File: config.mk
export PLATFORM = sky130hd
export DESIGN_NAME = aabbfc_plane
export DESIGN_NICKNAME = d
export VERILOG_FILES = /design/src/sv/aabbfc_pkg.sv /design/src/sv/aabbfc_plane.sv
export SDC_FILE = /design/constraint.sdc
export NUM_CORES = 2
export LEC_CHECK = 0
export BUFFER_PORTS_ARGS = -buffer_cell sky130_fd_sc_hd__buf_2
export CORE_MARGIN = 2
export CORE_UTILIZATION = 55
export DETAILED_ROUTE_END_ITERATION = 16
export PLACE_DENSITY = 0.77
export SLEW_MARGIN = 15
export SYNTH_ARGS = -nofsm -noshare
export SYNTH_HDL_FRONTEND = slang
export SYNTH_SLANG_ARGS = --single-unit
File: constraint.sdc
create_clock -name i_clk -period 8.06 [get_ports i_clk]
set_clock_uncertainty 0.1 [all_clocks]
set_input_delay 0.806 -clock i_clk [delete_from_list [all_inputs] [get_ports i_clk]]
set_output_delay 0.806 -clock i_clk [all_outputs]
set_load 0.005 [all_outputs]
File: src/sv/aabbfc_pkg.sv
// Shared types and widths for the box versus frustum cull pipeline.
`default_nettype none
package aabbfc_pkg;

    localparam int NUM_PLANE_REGS = 6;
    localparam int ADDR_W         = 6;
    localparam int IDX_W          = 3;
    localparam int IDX_LSB        = 3;
    localparam int DATA_W         = 64;

    localparam int NORMAL_W   = 13;
    localparam int NORMAL_FRAC = 11;
    localparam int OFFSET_W   = 25;
    localparam int OFFSET_LSB = 39;
    localparam int CENTER_W   = 24;
    localparam int HALF_W     = 23;

    localparam int CN_W = CENTER_W + NORMAL_W;   // center * normal, signed
    localparam int HN_W = HALF_W + NORMAL_W;     // half * |normal|, unsigned
    localparam int D_W  = CN_W + 3;              // distance sum, signed
    localparam int R_W  = HN_W + 2;              // radius sum, unsigned
    localparam int S_W  = D_W + 1;               // final compare sum, signed

    localparam int IN_TDATA_W  = 144;
    localparam int OUT_TDATA_W = 8;

    typedef logic signed [CENTER_W-1:0] t_center;
    typedef logic        [HALF_W-1:0]   t_half;
    typedef logic signed [NORMAL_W-1:0] t_normal;
    typedef logic        [NORMAL_W-1:0] t_nmag;
    typedef logic signed [OFFSET_W-1:0] t_offset;
    typedef logic signed [CN_W-1:0]     t_cn;
    typedef logic        [HN_W-1:0]     t_hn;
    typedef logic signed [D_W-1:0]      t_dsum;
    typedef logic        [R_W-1:0]      t_rsum;
    typedef logic signed [S_W-1:0]      t_psum;
    typedef logic        [DATA_W-1:0]   t_plane;

    typedef struct packed {
        t_half   hz;
        t_half   hy;
        t_half   hx;
        t_center cz;
        t_center cy;
        t_center cx;
    } t_box;

    typedef struct packed {
        logic en1;
        logic en2;
        logic en3;
    } t_stage_en;

endpackage
`default_nettype wire

File: src/sv/aabbfc_plane.sv
// Three-stage datapath for one plane: products, partial sums, sign test.
`default_nettype none
module aabbfc_plane (
    input  wire logic                  i_clk,
    input  wire aabbfc_pkg::t_plane    i_plane,
    input  wire aabbfc_pkg::t_box      i_box,
    input  wire aabbfc_pkg::t_stage_en i_en,
    output      logic                  o_pass
);

    aabbfc_pkg::t_normal w_n [3];
    aabbfc_pkg::t_nmag   w_nmag [3];
    aabbfc_pkg::t_center w_c [3];
    aabbfc_pkg::t_half   w_h [3];
    aabbfc_pkg::t_offset w_off;

    aabbfc_pkg::t_cn     r_cn [3];
    aabbfc_pkg::t_hn     r_hn [3];
    aabbfc_pkg::t_offset r_off;
    aabbfc_pkg::t_dsum   r_dsum;
    aabbfc_pkg::t_rsum   r_rsum;
    logic                r_pass;

    aabbfc_pkg::t_dsum   n_dsum;
    aabbfc_pkg::t_rsum   n_rsum;
    aabbfc_pkg::t_psum   n_psum;

    assign w_c[0] = i_box.cx;
    assign w_c[1] = i_box.cy;
    assign w_c[2] = i_box.cz;
    assign w_h[0] = i_box.hx;
    assign w_h[1] = i_box.hy;
    assign w_h[2] = i_box.hz;
    assign w_off  = i_plane[aabbfc_pkg::OFFSET_LSB +: aabbfc_pkg::OFFSET_W];

    // |n| of the most negative code still fits as an unsigned value
    for (genvar k = 0; k < 3; k++) begin : g_axis
        assign w_n[k]    = i_plane[k*aabbfc_pkg::NORMAL_W +: aabbfc_pkg::NORMAL_W];
        assign w_nmag[k] = w_n[k][aabbfc_pkg::NORMAL_W-1] ? aabbfc_pkg::t_nmag'(-w_n[k])
                                                           : aabbfc_pkg::t_nmag'(w_n[k]);

        always_ff @(posedge i_clk) begin
            if (i_en.en1) begin
                r_cn[k] <= aabbfc_pkg::t_cn'(w_c[k]) * aabbfc_pkg::t_cn'(w_n[k]);
                r_hn[k] <= aabbfc_pkg::t_hn'(w_h[k]) * aabbfc_pkg::t_hn'(w_nmag[k]);
            end
        end
    end

    always_ff @(posedge i_clk) begin
        if (i_en.en1) begin
            r_off <= w_off;
        end
    end

    always_comb begin
        n_dsum = (aabbfc_pkg::t_dsum'(r_off) <<< aabbfc_pkg::NORMAL_FRAC)
               + aabbfc_pkg::t_dsum'(r_cn[0])
               + aabbfc_pkg::t_dsum'(r_cn[1])
               + aabbfc_pkg::t_dsum'(r_cn[2]);
        n_rsum = aabbfc_pkg::t_rsum'(r_hn[0])
               + aabbfc_pkg::t_rsum'(r_hn[1])
               + aabbfc_pkg::t_rsum'(r_hn[2]);
        // -r <= d  is  d + r >= 0
        n_psum = aabbfc_pkg::t_psum'(r_dsum) + aabbfc_pkg::t_psum'(r_rsum);
    end

    always_ff @(posedge i_clk) begin
        if (i_en.en2) begin
            r_dsum <= n_dsum;
            r_rsum <= n_rsum;
        end
        if (i_en.en3) begin
            r_pass <= ~n_psum[aabbfc_pkg::S_W-1];
        end
    end

    assign o_pass = r_pass;

endmodule
`default_nettype wire

# Yosys cells after proc, flatten, opt, wreduce, memory -nomap -nowiden

Memory sizes are Yosys's and may differ from the RTL's.
Cells that the tools add are included.

Memory bits (writable): 219
Input bits: 209
Memories: 2
Output and inout bits: 1
Register bits after elaboration: 104

Memory list:

| memory | words | width | read ports | clocked after memory_dff | wr ports | RTL line           | text |
|---|---|---|---|---|---|---|---|
| r_cn   | 3     | 37    | 3          | 0                        | 3        | aabbfc_plane.sv:17 | `aabbfc_pkg::t_cn r_cn [3];` |
| r_hn   | 3     | 36    | 3          | 0                        | 3        | aabbfc_plane.sv:18 | `aabbfc_pkg::t_hn r_hn [3];` |

$mul: 6
Bitwise logic cells: 1
Add/sub/neg operators: 9
Multiplexer cells: 5

Operators by type and width:

| operator         | number |
|---|---|
| $mul A24 B13 Y37 | 3 |
| $mul A23 B13 Y36 | 3 |
| $add A40 B39 Y41 | 1 |
| $add A39 B37 Y40 | 1 |
| $add A38 B37 Y39 | 1 |
| $mux W13         | 3 |
| $neg A13 Y13     | 3 |
| $add A36 B37 Y38 | 1 |
| $add A37 B36 Y38 | 1 |
| $add A36 B36 Y37 | 1 |
| $mux W1          | 2 |
| $not A1 Y1       | 1 |

# Longest topological paths before layout

Word-level depth: 3
Depth in mapped cells: 31

# Least setup slack after synthesis

Ideal clock, no wire load.

Kind: input -> register
From: in i_plane[1]
To: mem r_hn[0][34] (netlist name) (data pin)
Data required time: 7.698 ns
Slack: 0.234 ns
Arrival time: 7.465 ns
Library setup time: 0.262 ns
Stages on the path: 28
Cell sequence: clkbuf_1 inv_1 ha_1 nand2b_1 or4_1 or3_1 o31a_1 xor2_1 clkbuf_1 nand2_1 fa_1 fa_1 inv_1 fa_1 fa_1 inv_1 fa_1 inv_1 ha_1 a21o_1 a21o_1 a221oi_2 o21ai_1 o41ai_2 o41ai_1 a221oi_1 o21ai_1 xor2_1

RTL lines:

| item            | RTL line           | text |
|---|---|---|
| start, declared | aabbfc_plane.sv:5  | `input wire aabbfc_pkg::t_plane i_plane,` |
| end, declared   | aabbfc_plane.sv:18 |  |

==> impl_metrics.ini <==
[routing]
drc_errors = 0
drt-initial-drc-count = 3628
wl_mm = 182.2
antenna_left = 0
viasPerCell = 5.573
wl_per_cell_um = 18.83
vias = 53940
dr.pass1.iters = 6

[critical_path]
rrSetupSlack_ps = 3470
startpoint_type = input pin
cp-end-kind = flop
path_class = input pin to flop
worstPathMaxFanout = 12
r2r_end = r_dsum[38]
crit_required_ps = 8290
cp.arrival_ps = 7810
worst-r2r-cell-count = 14
rr_startpoint = r_cn[0][39]

[synthesis]
synth_nets = 10322
avgSynthCellArea_um2 = 9.690
synthDominantCellAreaShare_pct = 43.34
syn_area_um2 = 75940
ys.flop_type = edfxtp_1
async_reset_ff_share_pct = 0
ys_top_cells_by_count = fa_1 (1,644), inv_1 (1,556), nand2_1 (1,266)
synth_enable_flop_cells = 323
yosysUniqueCellTypes = 88
netlist_top_cells_area = fa_1 (43%), edfxtp_1 (13%), ha_1 (10%)
ys_seq_area_share_pct = 12.77
synthMostInstantiatedCell = fa_1
yosys_warnings = 0
synthCells = 7837
synth_top_cell_by_area = fa_1
ys_ff_latch = 323

[timing]
fin_crit_ps = 7578
slew_viol_final = 0
rsz0062_at_grt = false
max_slew_margin_pct = 19.90
max_freq_mhz = 132.0
post-route-period-util_pct = 94.02
fin_ws_ps = 481.7
worst_pin_slew_ps = 1196
hold_viol_final = 0
setup_tns_ps = 0
setup_violations = 0

[global_route]
grt_max_degree = 149
gr-usage-all-layers_pct = 27.14
antenna_found_initial = 18
grt_pass1_wl_mm = 305.5
grt-ovfl-total = 0
grt_pass1_vias = 60367

[die]
num_rows = 136
coreArea_um2 = 137300
die_w_um = 375.6
die_y_um = 375.6
ios = 210
dieArea_um2 = 141100
start_util_pct = 55.30

[worst_hold_path]
hold_depth = 1
min_path_type = input pin to flop
holdCritStartpoint = i_plane[59]
whs_endpoint = r_off[20]

[clock_tree]
clk-insertion-delay-late_ps = 580
clk_pin_slew_ps = 70
clockBufferDepth = 3
cts-root-buf = clkbuf_16
cts_setup_buffers = 0
cts_tree = yes
holdBufCountCts = 0
cts.sinks = 323
cts_made_buffers = 35
htreeDepth = 2
cts-resized-gates = 0

[final_layout]
post_route_cells_drive_above_1_share_pct = 5.588
nNetsFinal = 10332
stdcell_count = 9678
syn_to_final_growth_pct = 5.762

[outcome]
run_status = complete, no violations

[placement]
gp_congestion = 0.9239
place_ws_ps = -111.4
dp_cells = 9604
portBuffers = 209
place_hpwl_mm = 152.1

[job]
drv_cap = 0
-- area by class of cell --
type	count	area [um^2]
multi-input combinational	5611	59320
fill	11404	57010
sequential	323	9699
inverter	1556	5841
tap	1794	2245
timing repair buffer	320	1942
clock buffer	41	919.6
clock inverter	23	319.1
antenna	10	25.02
-- flip-flops by register name, indices dropped and copies added (netlist names) --
name	flops
r_off	25
r_cn	111
r_rsum	38
r_hn	108
r_dsum	40
o_pass	1
-- kinds of logic after synthesis --
group           count (synthesis)  share of synthesized area [%]
compound gates                704                          6.027
xor+xnor                      295                          3.402
fa+ha+maj                    2276                          53.75
buf+inv                      1903                          9.407
flops                         323                          12.77
mux                             2                        0.02801
simple gates                 2334                          14.61
-- per-stage QoR --
| stage | utilization (%) | instance area [um^2] | hold slack [ps] |
|---|---|---|---|
| 2_1_floorplan | - | 75940 | 463.1 |
| 3_3_place_gp | 57.55 | 79030 | 617.7 |
| 3_5_place_dp | 57.56 | 79040 | 620.1 |
| 4_1_cts | 58.46 | 80280 | 304.3 |
| 5_1_grt | 58.48 | 80310 | 306.1 |
| 6_report | 58.49 | 80310 | 328.4 |
-- routing by layer --
layer  up-vias  wire length (um)  GRT usage (%)
li1      23829                 -              -
met1     27683             68810          33.19
met2      1882             91830          47.50
met3       532             10530          3.083
met4        14             10950          13.98
met5         -                89              0
-- worst max-delay path, stage by stage --
cell and delay, ps:
buf_2 120, nor2_1 420, nand2_1 130, or2_2 310, o41ai_1 420, xnor2_2 380, and2_1 300, fa_1 500
inv_1 60, fa_1 530, inv_1 50, fa_1 450, fa_1 490, inv_1 50, fa_1 500, inv_1 60
ha_1 320, a21oi_1 230, nand2_1 80, nor2_1 90, o21ai_1 110, a41oi_1 380, o21ai_1 210, a21oi_1 330
o2111ai_1 180, a21oi_1 190, xnor2_1 80
-- layout by cell type, fill, tap and decap left out, drive strengths merged, types with 26 or more instances in the layout --
master,synthesis,layout
edfxtp,323,323
buf,16,320
fa,1644,1644
a21oi,229,229
clkbuf,331,41
nor2,127,127
nand2,1267,1267
o21ai,145,145
xnor2,215,215
a21o,128,128
o21bai,38,38
nor3,34,34
ha,632,632
xor2,80,80
nor2b,26,26
inv,1556,1559
nand3,38,38
nand2b,112,112
and2,640,640
-- worst max-delay path by stage --
| stage | start | to | cells after the start |
|---|---|---|---|
| floorplan | i_plane[1] | r_hn[0][34] | 28 |
| global placement | i_plane[28] | r_hn[0][107] | 27 |
| detailed placement | i_plane[28] | r_hn[0][107] | 27 |
| CTS | i_plane[28] | r_hn[0][107] | 27 |
| global route | i_plane[28] | r_hn[0][107] | 27 |
| finish | i_plane[28] | r_hn[0][107] | 27 |
Power is not shown: default switching activity piles up to over one toggle a cycle in this logic, so the estimate is an artifact.
